--- src/rtl/utf8d_pkg.sv ---
`default_nettype none

package utf8d_pkg;

    localparam int CODE_W  = 21;
    localparam int MAX_RES = 4;
    localparam int HELD_N  = 3;

    localparam logic [1:0] MODE_REPLACE = 2'd0;
    localparam logic [1:0] MODE_PASS    = 2'd1;
    localparam logic [1:0] MODE_STRICT  = 2'd2;

    localparam logic [1:0] REG_ERROR_MODE  = 2'd0;
    localparam logic [1:0] REG_OUTPUT_UTF16 = 2'd1;
    localparam logic [1:0] REG_REPLACEMENT = 2'd2;

    localparam logic [15:0] REPL_RESET = 16'hFFFD;

    localparam logic [7:0] ASCII_MAX  = 8'h7F;
    localparam logic [7:0] BAD_LEAD_MAX = 8'hC1;
    localparam logic [7:0] LEAD2_MAX  = 8'hDF;
    localparam logic [7:0] LEAD3_MAX  = 8'hEF;
    localparam logic [7:0] LEAD4_MAX  = 8'hF4;
    localparam logic [7:0] LEAD_E0    = 8'hE0;
    localparam logic [7:0] LEAD_ED    = 8'hED;
    localparam logic [7:0] LEAD_F0    = 8'hF0;
    localparam logic [7:0] LEAD_F4    = 8'hF4;
    localparam logic [7:0] CONT_LO    = 8'h80;
    localparam logic [7:0] CONT_HI    = 8'hBF;
    localparam logic [7:0] CONT_LO_E0 = 8'hA0;
    localparam logic [7:0] CONT_HI_ED = 8'h9F;
    localparam logic [7:0] CONT_LO_F0 = 8'h90;
    localparam logic [7:0] CONT_HI_F4 = 8'h8F;

    localparam logic [15:0] SURR_HI_BASE = 16'hD800;
    localparam logic [15:0] SURR_LO_BASE = 16'hDC00;

    typedef struct packed {
        logic [1:0]  error_mode;
        logic        output_utf16;
        logic [15:0] replacement_unit;
    } cfg_t;

    typedef struct packed {
        logic [MAX_RES-1:0][CODE_W-1:0] unit;
        logic [2:0]                     count;
        logic                           is_error;
        logic                           str_end;
    } bundle_t;

    typedef struct packed {
        logic [CODE_W-1:0] code_unit;
        logic              is_error;
        logic              run_end;
        logic              string_end;
    } result_t;

    function automatic logic [2:0] seq_len(input logic [7:0] b);
        logic [2:0] n;
        if (b <= ASCII_MAX)
            n = 3'd1;
        else if (b <= BAD_LEAD_MAX)
            n = 3'd0;
        else if (b <= LEAD2_MAX)
            n = 3'd2;
        else if (b <= LEAD3_MAX)
            n = 3'd3;
        else if (b <= LEAD4_MAX)
            n = 3'd4;
        else
            n = 3'd0;
        return n;
    endfunction

    function automatic logic cont_ok(input logic [7:0] lead, input logic second,
                                     input logic [7:0] b);
        logic [7:0] lo;
        logic [7:0] hi;
        lo = CONT_LO;
        hi = CONT_HI;
        if (second)
        begin
            if (lead == LEAD_E0)
                lo = CONT_LO_E0;
            if (lead == LEAD_ED)
                hi = CONT_HI_ED;
            if (lead == LEAD_F0)
                lo = CONT_LO_F0;
            if (lead == LEAD_F4)
                hi = CONT_HI_F4;
        end
        return (b >= lo) && (b <= hi);
    endfunction

endpackage

`default_nettype wire

--- src/rtl/utf8d_cfg.sv ---
`default_nettype none

module utf8d_cfg
    import utf8d_pkg::*;
(
    input  wire logic        clk,
    input  wire logic        rst_n,
    input  wire logic        psel,
    input  wire logic        penable,
    input  wire logic        pwrite,
    input  wire logic [3:0]  paddr,
    input  wire logic [31:0] pwdata,
    output logic [31:0]      prdata,
    output logic             pready,
    output cfg_t             cfg
);

    cfg_t       cfg_reg;
    logic [1:0] reg_idx;
    logic       wr;

    assign reg_idx = paddr[3:2];
    assign pready  = 1'b1;
    assign wr      = psel && penable && pwrite && pready;
    assign cfg     = cfg_reg;

    always_ff @(posedge clk or negedge rst_n)
    begin
        if (!rst_n)
        begin
            cfg_reg.error_mode       <= MODE_REPLACE;
            cfg_reg.output_utf16     <= 1'b0;
            cfg_reg.replacement_unit <= REPL_RESET;
        end
        else if (wr)
        begin
            unique case (reg_idx)
                REG_ERROR_MODE:   cfg_reg.error_mode       <= pwdata[1:0];
                REG_OUTPUT_UTF16: cfg_reg.output_utf16     <= pwdata[0];
                REG_REPLACEMENT:  cfg_reg.replacement_unit <= pwdata[15:0];
                default:          ;
            endcase
        end
    end

    always_comb
    begin
        unique case (reg_idx)
            REG_ERROR_MODE:   prdata = {30'd0, cfg_reg.error_mode};
            REG_OUTPUT_UTF16: prdata = {31'd0, cfg_reg.output_utf16};
            REG_REPLACEMENT:  prdata = {16'd0, cfg_reg.replacement_unit};
            default:          prdata = 32'd0;
        endcase
    end

endmodule

`default_nettype wire

--- src/rtl/utf8d_dec.sv ---
`default_nettype none

module utf8d_dec
    import utf8d_pkg::*;
(
    input  wire logic       clk,
    input  wire logic       rst_n,
    input  wire cfg_t       cfg,
    input  wire logic [7:0] in_byte,
    input  wire logic       in_last,
    input  wire logic       advance,
    output bundle_t         bundle
);

    logic [HELD_N-1:0][7:0] held_reg;
    logic [HELD_N-1:0][7:0] held_next;
    logic [1:0]             cnt_reg;
    logic [1:0]             cnt_next;
    logic                   discarding_reg;
    logic                   discarding_next;

    function automatic logic [CODE_W-1:0] bad_unit(input logic [7:0] x, input cfg_t c);
        logic [CODE_W-1:0] u;
        if (c.error_mode == MODE_PASS)
            u = {{(CODE_W-8){1'b0}}, x};
        else
            u = {{(CODE_W-16){1'b0}}, c.replacement_unit};
        return u;
    endfunction

    always_comb
    begin
        logic [7:0]        lead;
        logic [2:0]        len;
        logic [2:0]        blen;
        logic [2:0]        cnt_p1;
        logic              b_ok;
        logic              has_held;
        logic              complete;
        logic              extend;
        logic              broken;
        logic              alone_emit;
        logic              alone_err;
        logic              alone_hold;
        logic [CODE_W-1:0] alone_unit;
        logic              err;
        logic              strict;
        logic [CODE_W-1:0] cp;
        logic [19:0]       v;

        lead     = held_reg[0];
        len      = seq_len(lead);
        blen     = seq_len(in_byte);
        cnt_p1   = {1'b0, cnt_reg} + 3'd1;
        b_ok     = cont_ok(lead, cnt_reg == 2'd1, in_byte);
        has_held = cnt_reg != 2'd0;
        complete = has_held && b_ok && (cnt_p1 == len);
        extend   = has_held && b_ok && (cnt_p1 < len) && !in_last;
        broken   = has_held && !complete && !extend;
        strict   = cfg.error_mode >= MODE_STRICT;

        // a byte examined on its own as a new sequence
        alone_emit = 1'b1;
        alone_err  = 1'b0;
        alone_hold = 1'b0;
        alone_unit = {{(CODE_W-8){1'b0}}, in_byte};
        if (blen == 3'd0)
        begin
            alone_err  = 1'b1;
            alone_unit = bad_unit(in_byte, cfg);
        end
        else if (blen != 3'd1)
        begin
            if (in_last)
            begin
                alone_err  = 1'b1;
                alone_unit = bad_unit(in_byte, cfg);
            end
            else
            begin
                alone_emit = 1'b0;
                alone_hold = 1'b1;
            end
        end

        err = broken || (!has_held && alone_err);

        unique case (len)
            3'd2:    cp = {10'd0, lead[4:0], in_byte[5:0]};
            3'd3:    cp = {5'd0, lead[3:0], held_reg[1][5:0], in_byte[5:0]};
            default: cp = {lead[2:0], held_reg[1][5:0], held_reg[2][5:0], in_byte[5:0]};
        endcase
        v = cp[19:0] - 20'h10000;

        bundle.unit     = '0;
        bundle.count    = 3'd0;
        bundle.is_error = 1'b0;
        bundle.str_end  = in_last;
        held_next       = held_reg;
        cnt_next        = cnt_reg;
        discarding_next = discarding_reg;

        if (discarding_reg)
        begin
            if (in_last)
                discarding_next = 1'b0;
        end
        else if (err && strict)
        begin
            bundle.count    = 3'd1;
            bundle.is_error = 1'b1;
            bundle.str_end  = 1'b1;
            held_next       = '0;
            cnt_next        = 2'd0;
            discarding_next = !in_last;
        end
        else if (complete)
        begin
            cnt_next = 2'd0;
            if (cfg.output_utf16 && (cp[20:16] != 5'd0))
            begin
                bundle.unit[0] = {5'd0, SURR_HI_BASE[15:10], v[19:10]};
                bundle.unit[1] = {5'd0, SURR_LO_BASE[15:10], cp[9:0]};
                bundle.count   = 3'd2;
            end
            else
            begin
                bundle.unit[0] = cp;
                bundle.count   = 3'd1;
            end
        end
        else if (extend)
        begin
            held_next[cnt_reg] = in_byte;
            cnt_next           = cnt_p1[1:0];
        end
        else if (broken)
        begin
            // each held byte becomes a bad item, then the new byte starts afresh
            for (int i = 0; i < HELD_N; i++)
            begin
                if (i < int'(cnt_reg))
                    bundle.unit[i] = bad_unit(held_reg[i], cfg);
            end
            if (alone_emit)
                bundle.unit[cnt_reg] = alone_unit;
            bundle.count = {1'b0, cnt_reg} + {2'd0, alone_emit};
            cnt_next     = {1'b0, alone_hold};
            held_next[0] = in_byte;
        end
        else
        begin
            bundle.unit[0] = alone_unit;
            bundle.count   = {2'd0, alone_emit};
            cnt_next       = {1'b0, alone_hold};
            held_next[0]   = in_byte;
        end
    end

    always_ff @(posedge clk or negedge rst_n)
    begin
        if (!rst_n)
        begin
            held_reg       <= '0;
            cnt_reg        <= 2'd0;
            discarding_reg <= 1'b0;
        end
        else if (advance)
        begin
            held_reg       <= held_next;
            cnt_reg        <= cnt_next;
            discarding_reg <= discarding_next;
        end
    end

endmodule

`default_nettype wire

--- src/rtl/utf8d_ser.sv ---
`default_nettype none

module utf8d_ser
    import utf8d_pkg::*;
(
    input  wire logic    clk,
    input  wire logic    rst_n,
    input  wire bundle_t bundle,
    input  wire logic    load,
    output logic         ready,
    output logic         out_valid,
    input  wire logic    out_ready,
    output result_t      result
);

    bundle_t    bundle_reg;
    logic [1:0] idx_reg;
    logic       valid_reg;
    logic       final_item;
    logic       take;

    assign final_item = ({1'b0, idx_reg} == (bundle_reg.count - 3'd1));
    assign ready      = !valid_reg || (out_ready && final_item);
    assign take       = load && (bundle.count != 3'd0);
    assign out_valid  = valid_reg;

    assign result.code_unit  = bundle_reg.unit[idx_reg];
    assign result.is_error   = bundle_reg.is_error;
    assign result.run_end    = final_item;
    assign result.string_end = final_item && bundle_reg.str_end;

    always_ff @(posedge clk or negedge rst_n)
    begin
        if (!rst_n)
        begin
            valid_reg <= 1'b0;
            idx_reg   <= 2'd0;
        end
        else if (take)
        begin
            valid_reg <= 1'b1;
            idx_reg   <= 2'd0;
        end
        else if (valid_reg && out_ready)
        begin
            if (final_item)
                valid_reg <= 1'b0;
            else
                idx_reg <= idx_reg + 2'd1;
        end
    end

    always_ff @(posedge clk)
    begin
        if (take)
            bundle_reg <= bundle;
    end

endmodule

`default_nettype wire

--- src/rtl/utf8_validating_decoder_core.sv ---
`default_nettype none

// the input byte is registered, then decoded and loaded into the result register that offers it
// throughput: one byte per cycle while each byte gives at most one result and the
// receiver is ready; a byte giving more results holds the input while the result
// register drains one unit per cycle while m_axis_tready is high
// reset: asynchronous, clears held bytes, discard state and the registers to defaults

module utf8_validating_decoder_core
    import utf8d_pkg::*;
(
    input  wire logic        clk,
    input  wire logic        rst_n,
    input  wire logic        s_axis_tvalid,
    output logic             s_axis_tready,
    input  wire logic [7:0]  s_axis_tdata,  // byte_in
    input  wire logic        s_axis_tlast,
    output logic             m_axis_tvalid,
    input  wire logic        m_axis_tready,
    output logic [23:0]      m_axis_tdata,  // code_unit[20:0], run_end[21], zero[23:22]
    output logic             m_axis_tuser,  // is_error
    output logic             m_axis_tlast,
    input  wire logic        psel,
    input  wire logic        penable,
    input  wire logic        pwrite,
    input  wire logic [3:0]  paddr,
    input  wire logic [31:0] pwdata,
    output logic [31:0]      prdata,
    output logic             pready
);

    cfg_t       cfg;
    bundle_t    bundle;
    result_t    result;
    logic       in_valid_reg;
    logic [7:0] in_byte_reg;
    logic       in_last_reg;
    logic       ser_ready;
    logic       advance;
    logic       s_take;

    assign advance       = in_valid_reg && ser_ready;
    assign s_axis_tready = !in_valid_reg || advance;
    assign s_take        = s_axis_tvalid && s_axis_tready;

    always_ff @(posedge clk or negedge rst_n)
    begin
        if (!rst_n)
            in_valid_reg <= 1'b0;
        else if (s_axis_tready)
            in_valid_reg <= s_axis_tvalid;
    end

    always_ff @(posedge clk)
    begin
        if (s_take)
        begin
            in_byte_reg <= s_axis_tdata;
            in_last_reg <= s_axis_tlast;
        end
    end

    utf8d_cfg u_cfg (
        .clk     (clk),
        .rst_n   (rst_n),
        .psel    (psel),
        .penable (penable),
        .pwrite  (pwrite),
        .paddr   (paddr),
        .pwdata  (pwdata),
        .prdata  (prdata),
        .pready  (pready),
        .cfg     (cfg)
    );

    utf8d_dec u_dec (
        .clk     (clk),
        .rst_n   (rst_n),
        .cfg     (cfg),
        .in_byte (in_byte_reg),
        .in_last (in_last_reg),
        .advance (advance),
        .bundle  (bundle)
    );

    utf8d_ser u_ser (
        .clk       (clk),
        .rst_n     (rst_n),
        .bundle    (bundle),
        .load      (advance),
        .ready     (ser_ready),
        .out_valid (m_axis_tvalid),
        .out_ready (m_axis_tready),
        .result    (result)
    );

    assign m_axis_tdata = {2'b00, result.run_end, result.code_unit};
    assign m_axis_tuser = result.is_error;
    assign m_axis_tlast = result.string_end;

endmodule

`default_nettype wire

--- config.mk ---
export PLATFORM = sky130hd
export DESIGN_NAME = utf8_validating_decoder_core
export DESIGN_NICKNAME = d
export VERILOG_FILES = /design/src/rtl/utf8d_pkg.sv /design/src/rtl/utf8d_cfg.sv /design/src/rtl/utf8d_dec.sv /design/src/rtl/utf8d_ser.sv /design/src/rtl/utf8_validating_decoder_core.sv
export SDC_FILE = /design/constraint.sdc
export NUM_CORES = 1
export LEC_CHECK = 0
export BUFFER_PORTS_ARGS = -buffer_cell sky130_fd_sc_hd__buf_4
export CAP_MARGIN = 25
export CORE_MARGIN = 2
export CORE_UTILIZATION = 45
export DETAILED_ROUTE_END_ITERATION = 8
export PLACE_DENSITY = 0.65
export SLEW_MARGIN = 20
export SYNTH_ARGS = -nofsm -noshare
export SYNTH_HDL_FRONTEND = slang
export SYNTH_SLANG_ARGS = --single-unit
--- constraint.sdc ---
create_clock -name clk -period 13.35 [get_ports clk]
set_clock_uncertainty 0.1 [all_clocks]
set_input_delay 2.67 -clock clk [delete_from_list [all_inputs] [get_ports clk]]
set_output_delay 2.67 -clock clk [all_outputs]
set_load 0.03 [all_outputs]
==> run summary, run 1 <==
Area Overhead vs Synth = 15.6%
Global Route met1 Usage = 33.2%
Final setup TNS = 0 ps
Layout cells sized above 1 = 24.0%
Pwr Density = 223 nW/um^2
Max Cap Violations = 0
Finished Cell Area = 9000 um^2
Met2 GRT Util = 40.6%
Hold Crit Depth = 1
Clock transition at path regs = 60 ps
Clock root cell = clkbuf_16
Min Tclk post-route = 6780 ps
GRT Residual Overflow = 0
Max reg flops = 73
Number of flops mapped to enable cells by yosys = 83
Worst Hold Class = reg -> reg
Synth cell types = 73
RePlAce Congestion = 0.941
Peak VDD IR = 0.103 mV
Design internal power = 1.18 mW
GRT Overall Usage = 25.1%
Largest net degree at the start of global routing = 75
Vias in the first global route = 6072
Final WL = 22.3 mm
First-pass GRT wire length = 34.6 mm
Placed inst area = 8380 um^2
Leakage power = 3.48 nW
Measured slew at the worst slew-check pin = 1030 ps
Max-slew violations = 0
Mean Syn Cell Area = 10.5 um^2
Post-detailed-route count of antenna-violating nets = 0
Ys Warns = 0
DRT iter0 DRCs = 674
CTS Sinks = 133
Main synth FF type = edfxtp_1
Setup Buffers After CTS = 0
RSZ-0062 raised after global routing = false
Initial Util = 45.5%
Via density = 6.02
CTS H-tree depth = 4
Post-Syn Instances = 745
Worst Reg2Reg Path Length in Cells = 12
CP max FO = 15
Number of diodes = 0
CTS Buf Count = 17
DR pass1 iterations = 5
Tcrit/Tclk final = 50.8%
Post-cts resize count = 0
Total number of vias = 6221
Final setup fails = 0
Seq/Total Area, Yosys = 48.3%
Post-Syn Area = 7790 um^2
Clock share of power = 23.9%
GRT met3 Usage = 5.61%
Comb power frac = 40.5%
Residual DRC = 0
Initial antenna violation count = 0
Die ar. = 18400 um^2
#FFs+latches synth = 133
Sequential power share = 35.6%
Die Span Y = 136 um
Commonest non-fill, non-tap cell in the layout = nand2_1
Core area = 17100 um^2
Most frequent cells in the layout = nand2_1, edfxtp_1, buf_4
Worst EP arrival = 4010 ps
Crit start category = primary input
Max frequency = 148 MHz
Final hold vios = 0
Slew headroom = 31.6%
Asr flop ratio synth = 37.6%
Worst EP required = 10580 ps
Run status = finished, final reports clean
Count of boundary I/O pins = 113
Clk_lat worst skew = 430 ps
Final Util = 52.6%
Sw Ratio = 41.0%
Nets = 863
CTS Buffer Depth = 2
HPWL Detailed = 16.0 mm
Die Width = 136 um
Crit. End Element = output pin
# hold bufs at CTS = 0
CTS tree = yes
FP Rows = 48
Net Sw Power = 0.822 mW
Crit Path Class = in -> out
Input/output buffers = 75
Global route hottest layer = met2
Drt wl/cell = 21.6 um
synthesized netlist by cell type, types with 16 or more instances:
cell type / number / area share (%)
nand2_1: 118 / 5.7
buf_2: 17 / 1.1
and2_1: 37 / 3.0
o21ai_0: 27 / 1.7
a22o_1: 20 / 2.2
dfrtp_1: 35 / 11
edfxtp_1: 83 / 32
nor2_1: 34 / 1.6
mux4_2: 16 / 4.6
nand3_1: 25 / 1.6
a21oi_1: 50 / 3.2
buf_4: 23 / 2.2
clkbuf_1: 23 / 1.1
mux2_2: 29 / 4.2
metrics by stage:
stage / total power [mW] / setup slack (ps) / instances / hold WS, ps
global placement: 1.50 / 6660 / 999 / 379
CTS: 2.01 / 6540 / 1032 / 396
finish: 2.00 / 6570 / 1034 / 389
detailed placement: 1.52 / 6590 / 1000 / 381
global route: 2.10 / 6360 / 1034 / 404
floorplan: 1.28 / 5260 / 762 / 344
cell families after synthesis:
| logic type | after synthesis | synth area share, % |
|---|---|---|
| AND/OR/NAND/NOR | 286 | 18.0 |
| AO/OA/AOI/OAI | 171 | 15.6 |
| flip-flops | 133 | 48.3 |
| buffers and inverters | 84 | 5.73 |
| multiplexers | 48 | 9.20 |
| adder cells (fa/ha/maj) | 15 | 2.41 |
| XOR/XNOR | 6 | 0.675 |
| other | 2 | 0.0964 |
area by class of cell:
type | instances | area (um^2)
Clock buffer | 18 | 429
Sequential cell | 133 | 3760
Fill cell | 1535 | 8110
Tap cell | 225 | 282
Clock inverter | 14 | 178
Timing Repair Buffer | 84 | 628
Multi-Input combinational cell | 545 | 3670
Inverter | 15 | 56.3
power groups by stage:
stage	Sequential [mW]	Clock [mW]	Combinational [mW]
after CTS	0.711	0.486	0.809
after floorplan	0.655	0	0.626
after global placement	0.710	0	0.786
final	0.713	0.479	0.811
after detailed placement	0.719	0	0.806
after global routing	0.728	0.504	0.873
worst max-delay path: stages:
cell     delay (ps)
buf_4           140
nor2b_1         750
nand2_1         100
o21ai_0         140
buf_4           210
final timing paths:
kind / startpoint / to / slack, ps
worst min-delay path: u_dec.held_reg[22] / u_dec.held_reg[22] / 390
min in group asynchronous: rst_n / u_dec.held_reg[19] / 2160
max in group asynchronous: rst_n / u_cfg.cfg[17] / 10480
worst max register to register: u_dec.cnt_reg[1] / u_ser.bundle_reg[51] / 8150
worst min register to register: u_dec.held_reg[22] / u_dec.held_reg[22] / 390
worst max-delay path: paddr[2] / prdata[0] / 6570
per-layer routing:
layer  part of all wire [%]  vias to the layer above
li1                       -                     2809
met2                     49                      279
met3                    7.0                       38
met4                    2.4                        0
met1                     42                     3095
met5                      0                        -
Power figures use the tool's default switching activity.
==> run 2: changes to the inputs <==
Settings changed: ABC_AREA from default to 1.
Clock period 13.35 ns to 6.82 ns, I/O delays scaled along.
==> run summary, run 2 <==
Synth area leaders = edfxtp_1, dfrtp_1, nand2_1, nor2_1, o21ai_0
Count of boundary I/O pins = 113 (unchanged)
Tcrit/Tclk final = 83.6%
Measured slew at the worst slew-check pin = 956 ps (-69.7 ps)
Place WS = 1280 ps (-5310 ps)
Run status = finished, final reports clean
Post-cts resize count = 0 (unchanged)
Commonest non-fill, non-tap cell in the layout = nand2_1
Finished Cell Area = 8820 um^2 (-2.0%)
Max Cap Violations = 0 (unchanged)
Synth Area in Compound Gates = 16.1% (+0.50 points)
Synth cell types = 44 (-40%)
Hold Slack = 366 ps (-22.9 ps)
Via density = 5.45 (-9.4%)
Worst path slowest cell = dfrtp_1
Min Tclk post-route = 5700 ps
Asr flop ratio synth = 37.6% (unchanged)
CTS Sinks = 133 (unchanged)
Post-Syn Area = 7620 um^2 (-2.2%)
Critical Path Max Stage Delay = 580 ps (-170 ps)
Die Span Y = 134 um (-1.1%)
Number of flops mapped to enable cells by yosys = 83 (unchanged)
Post-layout worst setup margin = 1120 ps (-5450 ps)
Post-Syn Instances = 929 (+25%)
Crit Path Class = reg -> reg
Total number of vias = 6620 (+6.4%)
Area share of the largest cell type after synthesis = 32.7% (+0.71 points)
Main synth FF type = edfxtp_1
FP Rows = 47 (-2.1%)
DRT iter0 DRCs = 651 (-3.4%)
Max reg flops = 73 (unchanged)
Drt wl/cell = 18.5 um (-14%)
CTS H-tree depth = 4 (unchanged)
Most frequent cells in the layout = nand2_1, nor2_1, inv_1
Clk_lat worst skew = 430 ps (about the same)
Placed inst area = 8260 um^2 (-1.5%)
Cell family with most CP delay = buffers and inverters
Core area = 16600 um^2 (-3.1%)
Crit. End Element = flop
First-pass GRT wire length = 34.7 mm (+0.40%)
Ys Warns = 0 (unchanged)
HPWL Detailed = 16.0 mm (-0.23%)
Number of diodes = 0 (unchanged)
CTS tree = yes
Clock root cell = clkbuf_16
Bufs and invs on worst path = 7 (+5)
CTS Buffer Depth = 2 (unchanged)
Final hold vios = 0 (unchanged)
Largest family of logic cells by synthesized area = simple AND/OR/NAND/NOR gates
Largest net degree at the start of global routing = 51 (-32%)
Xor/xnor share of the synthesized area = 0.690% (+0.015 points)
Commonest cells in the synthesized netlist = nand2_1, nor2_1, inv_1
DR pass1 iterations = 5 (unchanged)
#FFs+latches synth = 133 (unchanged)
Pwr Density = 458 nW/um^2 (+110%)
Max-slew violations = 0 (unchanged)
Final setup fails = 0 (unchanged)
Peak VDD IR = 0.263 mV (+160%)
Critical-path cell list = inv_1 -> ha_1 -> inv_1 -> nor3_1 -> a41o_1 -> ha_1 -> nand2_1 -> nor2_1 -> nand2_1 -> nand2_1 -> inv_1 -> nor2_1 -> o21ai_2 -> nand2_2 -> inv_2 -> nand2_1 -> inv_2 -> nand2_1 -> nand3_1 -> nand2_1 -> inv_2 -> buf_12
Crit start category = flop
Slew headroom = 36.2% (+4.6 points)
CTS Buf Count = 17 (unchanged)
Synth Area in Simple Gates = 21.7% (+3.7 points)
Initial antenna violation count = 0 (unchanged)
Final WL = 22.4 mm (+0.65%)
Final setup TNS = 0 ps (unchanged)
# hold bufs at CTS = 0 (unchanged)
Crit-path most repeated cell = nand2_1
Top cell type by total area after synthesis = edfxtp_1
Residual DRC = 0 (unchanged)
Mean Syn Cell Area = 8.20 um^2 (-22%)
RePlAce Congestion = 0.969 (+3.0%)
Nets = 1049 (+22%)
Setup Buffers After CTS = 0 (unchanged)
RSZ-0062 raised after global routing = false
Die ar. = 18000 um^2 (-2.1%)
Final Util = 53.2% (+0.59 points)
Die Width = 134 um (-1.1%)
Adder-cell share of the synthesized area = 2.46% (+0.054 points)
GRT Overall Usage = 25.6% (+0.53 points)
Worst Hold Class = reg -> reg
Seq/Total Area, Yosys = 49.4% (+1.1 points)
CP max FO = 47 (+32)
Vias in the first global route = 6080 (+0.13%)
Input/output buffers = 75 (unchanged)
Area Overhead vs Synth = 15.7%
Leakage power = 3.77 nW (+8.2%)
Max frequency = 175 MHz
Clock transition at path regs = 60 ps (about the same)
Initial Util = 45.9% (+0.44 points)
Worst EP required = 6820 ps (-3760 ps)
Layout cells sized above 1 = 16.8% (-7.2 points)
Mux cell area share after synthesis = 0.148% (-9.1 points)
GRT Residual Overflow = 0 (unchanged)
Worst EP arrival = 5710 ps (+1700 ps)
Most numerous cell in the Yosys netlist = nand2_1
Post-detailed-route count of antenna-violating nets = 0 (unchanged)
-- run 2: changes by cell type in the layout (fill, tap and decap cells not counted), moves of 16 or more --
| cell | previous run | this run |
|---|---|---|
| mux2_2 | 29 | 1 |
| o21ai_0 | 26 | 82 |
| nor2_1 | 34 | 123 |
| nand3_1 | 25 | 44 |
| a22o_1 | 20 | 0 |
| o21ai_1 | 3 | 28 |
| o22ai_1 | 0 | 23 |
| nand2_1 | 118 | 172 |
| mux4_2 | 16 | 0 |
| inv_1 | 15 | 84 |
| and2_1 | 37 | 1 |
-- run 2: metal layers --
layer / global-route usage (%) / share of wire, % / vias to the layer above
met1: 36.8 / 45 / 3067
met5: 0 / 0 / -
met2: 37.4 / 44 / 289
met4: 10.8 / 3.2 / 0
met3: 5.82 / 7.9 / 49
li1: - / - / 3215
-- run 2: layout make-up --
type	instances	area (um^2)
Fill cell	1583	7760
Sequential cell	133	3760
Multi-Input combinational cell	647	3200
Timing Repair Buffer	83	643
Clock buffer	19	454
Inverter	100	375
Tap cell	220	275
Clock inverter	13	106
-- run 2: final timing paths --
check | startpoint | to | slack [ps] | depth (start not counted)
max in group asynchronous | rst_n | u_dec.held_reg[22] | 5300 | 1
worst max-delay path | u_dec.cnt_reg[1] | u_ser.bundle_reg[73] | 1120 | 22
worst min-delay path | u_dec.held_reg[15] | u_dec.held_reg[15] | 370 | 2
worst max register to register | u_dec.cnt_reg[1] | u_ser.bundle_reg[73] | 1120 | 22
worst min register to register | u_dec.held_reg[15] | u_dec.held_reg[15] | 370 | 2
min in group asynchronous | rst_n | u_cfg.cfg[16] | 860 | 1
-- run 2: where the power goes --
part / switching, mW / leakage (nW) / internal (mW) / total (mW)
Sequential: 0.174 / 1.40 / 1.21 / 1.38
Clock: 0.372 / 0.277 / 0.496 / 0.868
Combinational: 1.27 / 2.09 / 0.515 / 1.79
Total: 1.82 / 3.77 / 2.22 / 4.04
-- run 2: cell families after synthesis --
group,after synthesis
AND/OR/NAND/NOR,385
flip-flops,133
other,2
buffers and inverters,166
multiplexers,1
XOR/XNOR,6
adder cells (fa/ha/maj),15
AO/OA/AOI/OAI,221
-- run 2: metrics by stage --
step / std cells / power [mW]
6_report: 1215 / 4.04
3_5_place_dp: 1183 / 3.17
4_1_cts: 1215 / 4.04
2_1_floorplan: 946 / 2.57
5_1_grt: 1215 / 4.27
3_3_place_gp: 1182 / 3.14
-- run 2: worst reg2reg max path: cells and delay by family, from the launching register on --
kind	cells	cell delay, ps
compound gates	2	300
fa+ha+maj	2	750
buf+inv	7	2010
flops	1	580
simple gates	11	1610
